**src/rtl/bpa_pkg.sv**
```systemverilog
// Shared types and constants for the bitmap page allocator.
package bpa_pkg;

    // Field widths of the stream and configuration ports.
    localparam int CmdW    = 1;
    localparam int ClassW  = 2;
    localparam int CountW  = 11;
    localparam int StartW  = 10;
    localparam int StatusW = 3;
    localparam int IndexW  = 10;
    localparam int CfgIdxW = 8;

    // Pages held in one map word.
    localparam int WordBits = 8;
    localparam int WordShift = 3;

    // Reset values of the quota registers.
    localparam logic [CountW-1:0] TcLimitReset   = 11'd1024;
    localparam logic [CountW-1:0] SwapLimitReset = 11'd1000;

    typedef enum logic [CfgIdxW-1:0] {
        REG_TC_LIMIT   = 8'd0,
        REG_SWAP_LIMIT = 8'd1
    } cfg_reg_t;

    typedef enum logic [CmdW-1:0] {
        CMD_ALLOC = 1'b0,
        CMD_FREE  = 1'b1
    } cmd_t;

    typedef enum logic [ClassW-1:0] {
        CLS_KERNEL = 2'd0,
        CLS_TC     = 2'd1,
        CLS_SWAP   = 2'd2,
        CLS_OTHER  = 2'd3
    } page_class_t;

    typedef enum logic [StatusW-1:0] {
        ST_OK      = 3'd0,
        ST_ZERO    = 3'd1,
        ST_QUOTA   = 3'd2,
        ST_NORUN   = 3'd3,
        ST_BADFREE = 3'd4
    } status_t;

    // Which walk over the map the sequencer is doing.
    typedef enum logic [1:0] {
        PASS_FIND,
        PASS_CHECK,
        PASS_MARK,
        PASS_CLEAR
    } pass_t;

    typedef enum logic [2:0] {
        S_IDLE,
        S_START,
        S_READ,
        S_EXAM,
        S_COUNT,
        S_DONE
    } state_t;

    // One map word: used, translation cache and swap bits of its pages.
    typedef struct packed {
        logic [WordBits-1:0] swap_tag;
        logic [WordBits-1:0] cache_tag;
        logic [WordBits-1:0] used;
    } map_word_t;

    // Write request into the page map.
    typedef struct packed {
        logic      en;
        map_word_t data;
    } map_wr_t;

endpackage

```
**src/rtl/bpa_map.sv**
```systemverilog
// Page map memory: one word of used and tag bits per row, with a valid bit per row.
module bpa_map #(
    parameter int NumWords = 128,
    parameter int AddrW    = 7
) (
    input  logic                 aclk,
    input  logic                 aresetn,
    input  logic [AddrW-1:0]     addr,
    input  bpa_pkg::map_wr_t     wr,
    output bpa_pkg::map_word_t   rd_data
);

    bpa_pkg::map_word_t mem [NumWords];
    bpa_pkg::map_word_t rd_word_reg;
    logic [NumWords-1:0] row_valid_reg;
    logic                rd_valid_reg;

    // Row valid bits: a row never written reads as all pages free.
    always_ff @(posedge aclk) begin
        if (!aresetn) begin
            row_valid_reg <= '0;
            rd_valid_reg  <= 1'b0;
        end else begin
            rd_valid_reg <= row_valid_reg[addr];
            if (wr.en) begin
                row_valid_reg[addr] <= 1'b1;
            end
        end
    end

    // Storage array with a registered read.
    always_ff @(posedge aclk) begin
        rd_word_reg <= mem[addr];
        if (wr.en) begin
            mem[addr] <= wr.data;
        end
    end

    assign rd_data = rd_valid_reg ? rd_word_reg : '0;

endmodule

```
**src/rtl/bitmap_page_allocator_with_quotas_top.sv**
```systemverilog
// Top level of the bitmap first-fit page allocator with class quotas.
//
//  Channel  Ports                        Carries
//  in       s_tvalid/s_tready/s_tdata    one allocate or free request
//           s_tuser
//  out      m_tvalid/m_tready/m_tdata    one result per request
//           m_tuser
//  config   cfg_valid/cfg_ready          quota register writes
//           cfg_index/cfg_data
//
// The map is held as NUM_PAGES/8 words of eight pages; each word visit is a
// registered read, then examine and write back, through one memory port.
// An allocate walks from word 0 to the fitting run and then over the run's words;
// a free walks its range twice (check, then clear). Reset is synchronous and
// needs no clearing pass. One request is in flight; a finished result waits in
// the output register while the next request is taken.
module bitmap_page_allocator_with_quotas_top #(
    parameter int NUM_PAGES = 1024
) (
    input  logic        aclk,
    input  logic        aresetn,
    input  logic        s_tvalid,
    output logic        s_tready,
    input  logic [23:0] s_tdata,   // page_count[10:0], start_page[20:11], zero fill
    input  logic [2:0]  s_tuser,   // command[0], page_class[2:1]
    output logic        m_tvalid,
    input  logic        m_tready,
    // page_index[9:0], tc_used[20:10], swap_used[31:21], kernel_used[42:32], zero fill
    output logic [47:0] m_tdata,
    output logic [2:0]  m_tuser,   // status[2:0]
    input  logic        cfg_valid,
    output logic        cfg_ready,
    input  logic [7:0]  cfg_index,
    input  logic [10:0] cfg_data
);

    localparam int NumWords = NUM_PAGES / bpa_pkg::WordBits;
    localparam int WaW      = (NumWords > 1) ? $clog2(NumWords) : 1;
    localparam int CntW     = $clog2(NUM_PAGES + 1);
    localparam int AW       = ((CntW > bpa_pkg::CountW) ? CntW : bpa_pkg::CountW) + 1;
    localparam logic [AW-1:0]  NpA      = AW'(NUM_PAGES);
    localparam logic [WaW-1:0] LastWord = WaW'(NumWords - 1);

    // Request fields.
    logic                        req_cmd;
    logic [bpa_pkg::ClassW-1:0]  req_cls;
    logic [bpa_pkg::CountW-1:0]  req_cnt;
    logic [bpa_pkg::StartW-1:0]  req_start;
    assign req_cnt   = s_tdata[10:0];
    assign req_start = s_tdata[20:11];
    assign req_cmd   = s_tuser[0];
    assign req_cls   = s_tuser[2:1];

    bpa_pkg::state_t state_reg, state_next;
    bpa_pkg::pass_t  pass_reg, pass_next;
    logic                       cmd_reg;
    logic [bpa_pkg::ClassW-1:0] cls_reg;
    logic [AW-1:0]              n_reg, lo_reg, lo_next, hi_reg, hi_next;
    logic [AW-1:0]              run_reg, run_next;
    logic [WaW-1:0]             wa_reg, wa_next;
    logic                       ftc_reg, ftc_next, fsw_reg, fsw_next;
    bpa_pkg::status_t           st_reg, st_next;
    logic [bpa_pkg::IndexW-1:0] idx_reg, idx_next;
    logic [bpa_pkg::CountW-1:0] tc_cnt_reg, tc_cnt_next;
    logic [bpa_pkg::CountW-1:0] sw_cnt_reg, sw_cnt_next;
    logic [bpa_pkg::CountW-1:0] kn_cnt_reg, kn_cnt_next;
    logic [bpa_pkg::CountW-1:0] tc_lim_reg, sw_lim_reg;
    logic                       out_valid_reg;
    logic [2:0]                 out_user_reg;
    logic [47:0]                out_data_reg;
    logic                       load_out;

    bpa_pkg::map_word_t rd_word;
    bpa_pkg::map_wr_t   wr;

    bpa_map #(
        .NumWords(NumWords),
        .AddrW   (WaW)
    ) u_map (
        .aclk   (aclk),
        .aresetn(aresetn),
        .addr   (wa_reg),
        .wr     (wr),
        .rd_data(rd_word)
    );

    assign s_tready  = (state_reg == bpa_pkg::S_IDLE);
    assign cfg_ready = 1'b1;
    assign m_tvalid  = out_valid_reg;
    assign m_tdata   = out_data_reg;
    assign m_tuser   = out_user_reg;

    // Per-word scratch for the combinational step.
    logic [AW-1:0]  base_p, p, run_v, fit_start, hi_m1;
    logic           fit_found, bad, wtc, wsw, cls_tc, cls_sw;
    logic [bpa_pkg::WordBits-1:0] mask;
    logic [WaW-1:0] end_word, lo_word;
    logic [AW:0]    tc_sum, sw_sum;
    logic [AW-1:0]  cnt_a, first_a;

    always_comb begin
        cnt_a   = AW'(req_cnt);
        first_a = AW'(req_start);
        cls_tc  = (cls_reg == bpa_pkg::CLS_TC);
        cls_sw  = (cls_reg == bpa_pkg::CLS_SWAP);
        base_p  = AW'({wa_reg, {bpa_pkg::WordShift{1'b0}}});
        hi_m1   = hi_reg - AW'(1);
        end_word = WaW'(hi_m1 >> bpa_pkg::WordShift);
        lo_word  = WaW'(lo_reg >> bpa_pkg::WordShift);
        tc_sum  = (AW+1)'(tc_cnt_reg) + (AW+1)'(n_reg);
        sw_sum  = (AW+1)'(sw_cnt_reg) + (AW+1)'(n_reg);

        // Run search over the eight pages of this word.
        run_v     = run_reg;
        fit_found = 1'b0;
        fit_start = '0;
        for (int j = 0; j < bpa_pkg::WordBits; j++) begin
            p = base_p + AW'(j);
            if (!fit_found) begin
                if (rd_word.used[j]) begin
                    run_v = '0;
                end else begin
                    run_v = run_v + AW'(1);
                    if (run_v == n_reg) begin
                        fit_found = 1'b1;
                        fit_start = p + AW'(1) - n_reg;
                    end
                end
            end
        end

        // Pages of this word inside the range, and the class of the first page.
        wtc = ftc_reg;
        wsw = fsw_reg;
        for (int j = 0; j < bpa_pkg::WordBits; j++) begin
            p = base_p + AW'(j);
            mask[j] = (p >= lo_reg) && (p < hi_reg);
            if (p == lo_reg) begin
                wtc = rd_word.cache_tag[j];
                wsw = !rd_word.cache_tag[j] && rd_word.swap_tag[j];
            end
        end

        // Consistency check of a free range.
        bad = 1'b0;
        for (int j = 0; j < bpa_pkg::WordBits; j++) begin
            if (mask[j]) begin
                if (!rd_word.used[j]) begin
                    bad = 1'b1;
                end else if (wtc) begin
                    if (!rd_word.cache_tag[j] || rd_word.swap_tag[j]) bad = 1'b1;
                end else if (wsw) begin
                    if (!rd_word.swap_tag[j] || rd_word.cache_tag[j]) bad = 1'b1;
                end else if (rd_word.cache_tag[j] || rd_word.swap_tag[j]) begin
                    bad = 1'b1;
                end
            end
        end

        // Defaults.
        state_next  = state_reg;
        pass_next   = pass_reg;
        lo_next     = lo_reg;
        hi_next     = hi_reg;
        run_next    = run_reg;
        wa_next     = wa_reg;
        ftc_next    = ftc_reg;
        fsw_next    = fsw_reg;
        st_next     = st_reg;
        idx_next    = idx_reg;
        tc_cnt_next = tc_cnt_reg;
        sw_cnt_next = sw_cnt_reg;
        kn_cnt_next = kn_cnt_reg;
        wr.en       = 1'b0;
        wr.data     = rd_word;
        load_out    = 1'b0;

        case (state_reg)
            bpa_pkg::S_IDLE: begin
                if (s_tvalid) begin
                    lo_next    = first_a;
                    hi_next    = first_a + cnt_a;
                    state_next = bpa_pkg::S_START;
                end
            end
            bpa_pkg::S_START: begin
                idx_next = '0;
                run_next = '0;
                state_next = bpa_pkg::S_DONE;
                if (cmd_reg == bpa_pkg::CMD_ALLOC) begin
                    if (cls_tc && tc_sum > (AW+1)'(tc_lim_reg)) begin
                        st_next = bpa_pkg::ST_QUOTA;
                    end else if (cls_sw && sw_sum > (AW+1)'(sw_lim_reg)) begin
                        st_next = bpa_pkg::ST_QUOTA;
                    end else if (n_reg == '0) begin
                        st_next = bpa_pkg::ST_ZERO;
                    end else if (n_reg > NpA) begin
                        st_next = bpa_pkg::ST_NORUN;
                    end else begin
                        pass_next  = bpa_pkg::PASS_FIND;
                        wa_next    = '0;
                        state_next = bpa_pkg::S_READ;
                    end
                end else begin
                    if (n_reg == '0) begin
                        st_next = bpa_pkg::ST_OK;
                    end else if (lo_reg >= NpA || n_reg > NpA - lo_reg) begin
                        st_next = bpa_pkg::ST_BADFREE;
                    end else begin
                        pass_next  = bpa_pkg::PASS_CHECK;
                        wa_next    = lo_word;
                        state_next = bpa_pkg::S_READ;
                    end
                end
            end
            bpa_pkg::S_READ: begin
                state_next = bpa_pkg::S_EXAM;
            end
            bpa_pkg::S_EXAM: begin
                state_next = bpa_pkg::S_READ;
                case (pass_reg)
                    bpa_pkg::PASS_FIND: begin
                        run_next = run_v;
                        if (fit_found) begin
                            lo_next   = fit_start;
                            hi_next   = fit_start + n_reg;
                            idx_next  = bpa_pkg::IndexW'(fit_start);
                            wa_next   = WaW'(fit_start >> bpa_pkg::WordShift);
                            pass_next = bpa_pkg::PASS_MARK;
                        end else if (wa_reg == LastWord) begin
                            st_next    = bpa_pkg::ST_NORUN;
                            state_next = bpa_pkg::S_DONE;
                        end else begin
                            wa_next = wa_reg + WaW'(1);
                        end
                    end
                    bpa_pkg::PASS_CHECK: begin
                        ftc_next = wtc;
                        fsw_next = wsw;
                        if (bad) begin
                            st_next    = bpa_pkg::ST_BADFREE;
                            state_next = bpa_pkg::S_DONE;
                        end else if (wa_reg == end_word) begin
                            state_next = bpa_pkg::S_COUNT;
                        end else begin
                            wa_next = wa_reg + WaW'(1);
                        end
                    end
                    bpa_pkg::PASS_MARK: begin
                        wr.en = 1'b1;
                        wr.data.used = rd_word.used | mask;
                        if (cls_tc) wr.data.cache_tag = rd_word.cache_tag | mask;
                        if (cls_sw) wr.data.swap_tag  = rd_word.swap_tag | mask;
                        if (wa_reg == end_word) begin
                            if (cls_tc) begin
                                tc_cnt_next = tc_cnt_reg + bpa_pkg::CountW'(n_reg);
                            end else if (cls_sw) begin
                                sw_cnt_next = sw_cnt_reg + bpa_pkg::CountW'(n_reg);
                            end else begin
                                kn_cnt_next = kn_cnt_reg + bpa_pkg::CountW'(n_reg);
                            end
                            st_next    = bpa_pkg::ST_OK;
                            state_next = bpa_pkg::S_DONE;
                        end else begin
                            wa_next = wa_reg + WaW'(1);
                        end
                    end
                    default: begin
                        // Clearing pass of a free.
                        wr.en = 1'b1;
                        wr.data.used      = rd_word.used & ~mask;
                        wr.data.cache_tag = rd_word.cache_tag & ~mask;
                        wr.data.swap_tag  = rd_word.swap_tag & ~mask;
                        if (wa_reg == end_word) begin
                            st_next    = bpa_pkg::ST_OK;
                            state_next = bpa_pkg::S_DONE;
                        end else begin
                            wa_next = wa_reg + WaW'(1);
                        end
                    end
                endcase
            end
            bpa_pkg::S_COUNT: begin
                // Class counter check, then the counter update and the clearing pass.
                state_next = bpa_pkg::S_READ;
                pass_next  = bpa_pkg::PASS_CLEAR;
                wa_next    = lo_word;
                if (ftc_reg) begin
                    if (n_reg > AW'(tc_cnt_reg)) begin
                        st_next    = bpa_pkg::ST_BADFREE;
                        state_next = bpa_pkg::S_DONE;
                    end else begin
                        tc_cnt_next = tc_cnt_reg - bpa_pkg::CountW'(n_reg);
                    end
                end else if (fsw_reg) begin
                    if (n_reg > AW'(sw_cnt_reg)) begin
                        st_next    = bpa_pkg::ST_BADFREE;
                        state_next = bpa_pkg::S_DONE;
                    end else begin
                        sw_cnt_next = sw_cnt_reg - bpa_pkg::CountW'(n_reg);
                    end
                end else begin
                    if (n_reg > AW'(kn_cnt_reg)) begin
                        st_next    = bpa_pkg::ST_BADFREE;
                        state_next = bpa_pkg::S_DONE;
                    end else begin
                        kn_cnt_next = kn_cnt_reg - bpa_pkg::CountW'(n_reg);
                    end
                end
            end
            bpa_pkg::S_DONE: begin
                if (!out_valid_reg || m_tready) begin
                    load_out   = 1'b1;
                    state_next = bpa_pkg::S_IDLE;
                end
            end
            default: begin
                state_next = bpa_pkg::S_IDLE;
            end
        endcase
    end

    // Control state, counters and quota registers.
    always_ff @(posedge aclk) begin
        if (!aresetn) begin
            state_reg     <= bpa_pkg::S_IDLE;
            pass_reg      <= bpa_pkg::PASS_FIND;
            tc_cnt_reg    <= '0;
            sw_cnt_reg    <= '0;
            kn_cnt_reg    <= '0;
            tc_lim_reg    <= bpa_pkg::TcLimitReset;
            sw_lim_reg    <= bpa_pkg::SwapLimitReset;
            out_valid_reg <= 1'b0;
            wa_reg        <= '0;
        end else begin
            state_reg  <= state_next;
            pass_reg   <= pass_next;
            tc_cnt_reg <= tc_cnt_next;
            sw_cnt_reg <= sw_cnt_next;
            kn_cnt_reg <= kn_cnt_next;
            wa_reg     <= wa_next;
            if (cfg_valid && cfg_ready) begin
                if (cfg_index == bpa_pkg::REG_TC_LIMIT) begin
                    tc_lim_reg <= cfg_data;
                end else if (cfg_index == bpa_pkg::REG_SWAP_LIMIT) begin
                    sw_lim_reg <= cfg_data;
                end
            end
            if (load_out) begin
                out_valid_reg <= 1'b1;
            end else if (m_tready) begin
                out_valid_reg <= 1'b0;
            end
        end
    end

    // Request and result payload.
    always_ff @(posedge aclk) begin
        run_reg <= run_next;
        ftc_reg <= ftc_next;
        fsw_reg <= fsw_next;
        st_reg  <= st_next;
        idx_reg <= idx_next;
        lo_reg  <= lo_next;
        hi_reg  <= hi_next;
        if (s_tvalid && s_tready) begin
            cmd_reg <= req_cmd;
            cls_reg <= req_cls;
            n_reg   <= cnt_a;
        end
        if (load_out) begin
            out_user_reg <= st_reg;
            out_data_reg <= {5'd0, kn_cnt_reg, sw_cnt_reg, tc_cnt_reg, idx_reg};
        end
    end

endmodule
```
**config.mk**
```make
export PLATFORM = sky130hd
export DESIGN_NAME = bitmap_page_allocator_with_quotas_top
export DESIGN_NICKNAME = d
export VERILOG_FILES = /design/src/rtl/bpa_pkg.sv /design/src/rtl/bpa_map.sv /design/src/rtl/bitmap_page_allocator_with_quotas_top.sv
export SDC_FILE = /design/constraint.sdc
export NUM_CORES = 2
export LEC_CHECK = 0
export BUFFER_PORTS_ARGS = -buffer_cell sky130_fd_sc_hd__buf_2
export CORE_MARGIN = 4
export CORE_UTILIZATION = 35
export DETAILED_ROUTE_END_ITERATION = 8
export MAX_ROUTING_LAYER = met4
export PLACE_DENSITY = 0.57
export SYNTH_ARGS = -nofsm -noshare
export SYNTH_HDL_FRONTEND = slang
export SYNTH_SLANG_ARGS = --single-unit
```
**constraint.sdc**
```tcl
create_clock -name aclk -period 17.1 [get_ports aclk]
set_input_delay 0 -clock aclk [delete_from_list [all_inputs] [get_ports aclk]]
set_output_delay 0 -clock aclk [all_outputs]
set_load 0.01 [all_outputs]
```
Yosys cells after proc, flatten, opt, wreduce, memory -nomap -nowiden

Memory sizes are Yosys's and may differ from the RTL's. A register that Yosys moved wholly into a read port is not among the register bits.
Cells that the tools add are included.

Register bits: 308
Latch bits: 0
Bits in writable memories: 3072
Bits in read-only memories: 0
Input port bits: 51
Output and inout bits: 54
Word-level logic and storage cells: 494
Memories: 1

$add $sub $neg: 43
Multiply operators: 0
Div/mod/pow operators: 0
$lt $le $gt $ge: 26
Eq/ne operators: 61
Shift operators: 0
Multiplexer cells: 245
Bitwise logic cells: 9
Reductions and logical operators: 86

Memories:

| name      | depth | bits a word | rd ports | clocked after memory_dff | wr ports | line          | text |
|---|---|---|---|---|---|---|---|
| u_map.mem | 128   | 24          | 1        | 1                        | 1        | bpa_map.sv:13 | `bpa_pkg::map_word_t mem [NumWords];` |

Operators by type and width:

| operator                                                        | number |
|---|---|
| 12-bit two-way mux                                              | 45 |
| 11-bit two-way mux                                              | 19 |
| 12-bit by 1-bit adder with 12-bit output, second input constant | 15 |
| 128-bit OR                                                      | 1 |
| 3-bit two-way mux                                               | 35 |
| 1-bit two-way mux                                               | 103 |
| 12-bit by 11-bit equality test with 1-bit output                | 8 |
| 12-bit by 11-bit subtractor with 12-bit output                  | 8 |
| 11-bit by 12-bit equality test with 1-bit output                | 7 |
| 11-bit by 12-bit >= comparator with 1-bit output                | 7 |
| 11-bit by 12-bit less-than comparator with 1-bit output         | 7 |
| 7-bit two-way mux                                               | 11 |
| 12-bit case mux with 2 select lines                             | 3 |
| 11-bit case mux with 2 select lines                             | 3 |
| 25-bit case mux with 2 select lines                             | 1 |
| 10-bit by 3-bit adder with 11-bit output, second input constant | 4 |
| 2-bit != test, second input constant                            | 18 |
| 11-bit adder                                                    | 3 |
| 11-bit greater-than comparator                                  | 3 |
| 11-bit subtractor                                               | 3 |
| 8-bit AND reduction                                             | 4 |
| 3-bit != test, second input constant                            | 9 |
| 1-bit logical OR                                                | 26 |
| 25-bit two-way mux                                              | 1 |
| other kinds (58)                                                | 126 |

Logic depth before layout (Yosys ltp)

Depth in word-level cells: 53
Mapped depth: 72
Gate-level depth less buffers: 61

Modules after synthesis

A second synthesis with hierarchy kept.

Cells, all modules: 9836
Area, all modules: 146282.8 um2

Modules (own cells, without submodules):

| module                                | times used | cells an instance | area each (um2) | sequential area each (um2) |
|---|---|---|---|---|
| bpa_map                               | 1          | 6883              | 123359.6        | 95311.4 |
| bitmap_page_allocator_with_quotas_top | 1          | 2953              | 22923.2         | 4694.5 |

Worst setup path before layout

OpenSTA, ideal clock, no wires.

Path kind: reg-to-reg
From: register run_reg[1]
To: register hi_reg[11] (data pin)
Library setup time: 0.260 ns
Data arrival time: 12.391 ns
Data required time: 16.840 ns
Setup slack: 4.449 ns
Stages on the path, launching flop included: 66
Buffers on the path: 10
Clock period less this slack: 12.651 ns
Cell sequence: edfxtp_1 -> ha_1 -> clkbuf_1 -> and2_1 -> ha_1 -> clkbuf_1 -> nand3_1 -> nor3_4 -> xnor3_1 -> o31ai_2 -> nor2_4 -> buf_4 -> nor2_2 -> clkbuf_1 -> nor2_1 -> nor2_1 -> ha_1 -> inv_1 -> [... 30 more ...] -> a31oi_1 -> nor2_1 -> inv_1 -> ha_1 -> a21o_1 -> a21oi_1 -> o21bai_1 -> a21oi_1 -> o21bai_1 -> a21oi_1 -> o21bai_1 -> a21oi_1 -> nor2b_1 -> o21ai_0 -> nand2b_1 -> and3_1 -> mux2i_1 -> nand2_1

Word-level cells in the longest chain between the ends: 29
Elaborated cells between the ends (all ways): 76
Those cells by class: 9 x add/sub; 8 x eq/ne; 59 x mux

RTL lines:

| element                                                                                       | line                                                                                       | text |
|---|---|---|
| start: declaration                                                                            | bitmap_page_allocator_with_quotas_top.sv:59                                                | `logic [AW-1:0] run_reg, run_next;` |
| start signal: assignment                                                                      | bitmap_page_allocator_with_quotas_top.sv:359                                               | `run_reg <= run_next;` |
| 12-bit by 1-bit adder with 12-bit output (*)                                                  | bitmap_page_allocator_with_quotas_top.sv:123                                               | `run_v = run_v + AW'(1);` |
| 12-bit two-way mux / 12-bit by 11-bit equality test with 1-bit output (equally long branches) | bitmap_page_allocator_with_quotas_top.sv:120, bitmap_page_allocator_with_quotas_top.sv:124 |  |
| 12-bit by 1-bit adder with 12-bit output, or another cell as far along                        | bitmap_page_allocator_with_quotas_top.sv:123                                               |  |
| 12-bit two-way mux, or another cell as far along                                              | bitmap_page_allocator_with_quotas_top.sv:120                                               | `if (rd_word.used[j]) begin` |
| 12-bit two-way mux, or another cell as far along                                              | bitmap_page_allocator_with_quotas_top.sv:119                                               | `if (!fit_found) begin` |
| 12-bit by 1-bit adder with 12-bit output, or another cell as far along                        | bitmap_page_allocator_with_quotas_top.sv:123                                               |  |
| 12-bit two-way mux, or another cell as far along                                              | bitmap_page_allocator_with_quotas_top.sv:120                                               |  |
| 12-bit two-way mux, or another cell as far along                                              | bitmap_page_allocator_with_quotas_top.sv:119                                               |  |
| [... 15 more ...]                                                                             | n/a                                                                                        |  |
| 12-bit two-way mux                                                                            | bitmap_page_allocator_with_quotas_top.sv:120                                               |  |
| 12-bit two-way mux (*)                                                                        | bitmap_page_allocator_with_quotas_top.sv:119                                               |  |
| named net fit_start[1]                                                                        | bitmap_page_allocator_with_quotas_top.sv:94                                                | `logic [AW-1:0] base_p, p, run_v, fit_start, hi_m1;` |
| 12-bit by 11-bit adder with 12-bit output (*)                                                 | bitmap_page_allocator_with_quotas_top.sv:226                                               | `hi_next = fit_start + n_reg;` |
| 12-bit two-way mux (*)                                                                        | bitmap_page_allocator_with_quotas_top.sv:224                                               | `if (fit_found) begin` |
| 12-bit two-way mux (*)                                                                        | bitmap_page_allocator_with_quotas_top.sv:221                                               | `case (pass_reg)` |
| 12-bit case mux with 2 select lines (*)                                                       | bitmap_page_allocator_with_quotas_top.sv:178                                               | `case (state_reg)` |
| named net hi_next[11]                                                                         | bitmap_page_allocator_with_quotas_top.sv:58                                                | `logic [AW-1:0] n_reg, lo_reg, lo_next, hi_reg, hi_next;` |
| end signal: assignment                                                                        | bitmap_page_allocator_with_quotas_top.sv:365                                               | `hi_reg <= hi_next;` |
| end: declaration                                                                              | bitmap_page_allocator_with_quotas_top.sv:58                                                |  |

The timed path passes the listed nets; every way through them passes the cells marked *. The select of a mux whose other input is x is not followed.
A chain may end at the register's enable or synchronous reset.

Worst setup path after layout

From: register run_reg[0]
To: register hi_reg[11] (data pin)

The elaborated chain is that of the path after synthesis.

==> impl_metrics.py <==
metrics = {
    "critical_path": {
        "crit_path_max_incr_delay_ns": 0.70,
        "critPathCaptureType": "flip-flop",
        "cp.arrival_ns": 16.29,
        "reg2reg_from": "run_reg[0]$_SDFFCE_PN0P_",
        "crit_path_end": "hi_reg[11]$_DFFE_PP_",
        "required_ns": 17.77,
        "reg2reg_depth": 58,
        "r2r_end": "hi_reg[11]$_DFFE_PP_",
        "timing.critical_path.from": "run_reg[0]$_SDFFCE_PN0P_",
        "ff2ff_setup_slack_ns": 1.48,
        "worstPathMaxFanout": 15,
        "start_kind": "flip-flop",
        "crit_cells": 58,
        "path_class": "flip-flop to flip-flop",
        "critPathTopFamily": "simple AND/OR/NAND/NOR gates",
        "cp_slowest_cell": "ha_1",
        "path_buf_inv": 5,
    },
    "detailed_routing": {
        "first_pass_iters": 6,
        "vias": 92600,
        "viasPerCell": 6.06,
        "routed_wl_mm": 486,
        "wl_met3_mm": 46.1,
        "ant_nets": 0,
        "wl_met2_mm": 224,
        "wl_per_cell_um": 31.8,
        "topRoutingLayerUsed": "met4",
        "first_iter_violations": 12400,
        "drcViolationCount": 0,
        "drt-met1-wl_mm": 195,
    },
    "synthesis": {
        "syn_area_um2": 139000,
        "avgSynthCellArea_um2": 14.8,
        "postSynth.asyncResetShare": 0,
        "synth_area_leaders": "edfxtp_1 69%, a22oi_1 6.7%, dfxtp_1 3.2%",
        "synth-main-ff-cell": "edfxtp_1",
        "yosysTopAreaCell": "edfxtp_1",
        "synth_cell_types": 141,
        "synth_top_area_share": 0.688,
        "synth.most_common_cell": "edfxtp_1",
        "netlist_instances": 9399,
        "synth_edf_count": 3183,
        "yosysWarnings": 0,
        "ys_seq_area_frac": 0.720,
        "synth_common_cells": "3183 x edfxtp_1, 1241 x a22oi_1, 775 x nor2_1, 416 x clkbuf_1, 284 x a21oi_1",
        "synth-seq-cells": 3404,
    },
    "sta": {
        "max_slew_margin": 0.0538,
        "fin_crit_sh": 0.914,
        "worst_pin_slew_ns": 1.40,
        "fin_ws_ns": 1.48,
        "rsz0062_at_grt": "false",
        "setup_viol": 0,
        "tns_ns": 0,
        "timing.final.crit_period_ns": 15.62,
        "max_freq_ghz": 0.0640,
        "final_max_slew_viol_count": 0,
        "skew_ns": 0.0688,
        "timing_hold_violations_final": 0,
    },
    "die": {
        "die-height_um": 638,
        "start_util": 0.351,
        "fp.dieArea_um2": 407000,
        "ios": 105,
        "die_w_um": 638,
        "fp-row-count": 231,
        "fp.coreArea_um2": 396000,
    },
    "place": {
        "dp_hpwl_mm": 291,
        "place_ws_ns": 1.78,
        "port_buffers": 95,
        "place.gp.congestion": 0.912,
    },
    "clock_tree": {
        "path_clk_slew_ns": 0.06,
        "cts.htree.levels": 5,
        "cts_made_buffers": 344,
        "cts_resized": 0,
        "clockBufferDepth": 4,
        "cts_root_buf": "clkbuf_16",
        "clock_sinks": 3404,
        "tritoncts": "done",
        "clk-insertion-delay-late_ns": 0.96,
    },
    "layout": {
        "final_net_count": 9963,
        "largest_reg_flops": 3072,
        "drive_above_1_share": 0.130,
        "area_growth_pct": 15.1,
    },
    "status": {
        "status": "finished, final reports clean",
    },
    "pwr": {
        "total_leakage_power_nw": 46.9,
        "p_per_area_nw_per_um2": 162,
        "ir_worst_vdd_mv": 0.211,
        "p_total_mw": 25.9,
    },
    "global_route": {
        "antenna_found_initial": 31,
        "grt-ovfl-total": 0,
        "first_global_vias": 87800,
        "track_usage": 0.236,
        "grt_start_max_net_pins": 97,
        "grt_pass1_wl_mm": 677,
    },
    "min_path": {
        "hp-class": "input pin to flip-flop",
    },
    "run": {
        "cap_violations": 0,
    },
}
## worst min-delay path by stage
| stage | depth (start not counted) | start | to | slack [ns] |
|---|---|---|---|---|
| after floorplan | 0 | s_tuser[1] | cls_reg[0]$_DFFE_PP_ | 0.1 |
| after global placement | 1 | s_tuser[2] | cls_reg[1]$_DFFE_PP_ | 0.18 |
| after detailed placement | 1 | s_tuser[2] | cls_reg[1]$_DFFE_PP_ | 0.18 |
| after CTS | 6 | s_tvalid | state_reg[1]$_SDFFE_PN0P_ | 0.03 |
| after global routing | 5 | s_tdata[11] | hi_reg[0]$_DFFE_PP_ | 0.12 |
| final | 6 | s_tvalid | state_reg[1]$_SDFFE_PN0P_ | 0.12 |
## layout make-up
cell class	instances	area (um2)
Timing Repair Buffer	593	4660
Multi-Input combinational cell	5248	36800
Sequential cell	3404	100000
Clock inverter	199	2170
Clock buffer	435	9160
Inverter	133	504
Antenna cell	20	50.0
Tap cell	5242	6560
Fill cell	35600	236000
## power by group
part | switching (mW) | internal [mW]
sequential | 0.183 | 9.13
clock | 3.24 | 4.37
combinational | 6.20 | 2.77
total | 9.62 | 16.3
## cell families (layout without fill, tap and decap cells)
kind of cell    after synthesis  count (layout)  share of synthesized area
compound gates             2884            2884                      0.154
xor+xnor                    223             223                     0.0147
fa+ha+maj                   188             188                     0.0177
buf+inv                     751            1360                     0.0214
flops                      3404            3404                      0.720
mux                          88              88                    0.00642
other cells                   2              26                  0.0000540
simple gates               1859            1859                     0.0660
## metal layers
layer  vias up  GRT usage
li1      38800          -
met1     47600      0.313
met2      5339      0.363
met3       883     0.0401
met4         0     0.0919
met5         -          -
## repair_timing
| action | 4_1_cts | 5_1_grt |
|---|---|---|
| endpoints found under the setup margin | 0 | 0 |
| hold endpoints to repair | 95 | 0 |
| hold buffers | 93 | 0 |
| setup buffers | 0 | 0 |
## cells in the final DEF, fill, tap and decap left out, types with 93 or more instances in the layout
cell type and instances:
a21oi_1 272, a221oi_1 211, edfxtp_1 3183, nand4_1 223, a22o_1 197, clkbuf_16 347, buf_2 95, a41oi_1 111
nor2_1 644, inv_1 120, o21ai_0 201, xnor2_1 143, dfxtp_1 216, ha_1 173, nor2_2 127, a31oi_1 146
a22oi_1 1235, nand2_1 277, nand3_1 111, dlygate4sd3_1 93, buf_4 388
## stage by stage
stage	util	hold slack (ns)	cells	area, um2
2_1_floorplan	-	0.0989	9403	139000
3_3_place_gp	0.373	0.182	14500	148000
3_5_place_dp	0.373	0.180	14500	148000
4_1_cts	0.404	0.0313	15300	160000
5_1_grt	0.404	0.120	15300	160000
6_report	0.404	0.119	15300	160000
## worst register-to-register path: cells and delay by family (launching register included)
| kind | cells | cell delay (ns) |
|---|---|---|
| xor gates and xnor gates | 3 | 0.82 |
| DFF | 1 | 0.67 |
| buffers and inverters | 5 | 0.81 |
| AOI/OAI and AO/OA | 24 | 5.52 |
| adders and majority gates | 5 | 1.83 |
| and+or+nand+nor | 21 | 5.72 |
Note: power is estimated with default switching activity, not from simulation.
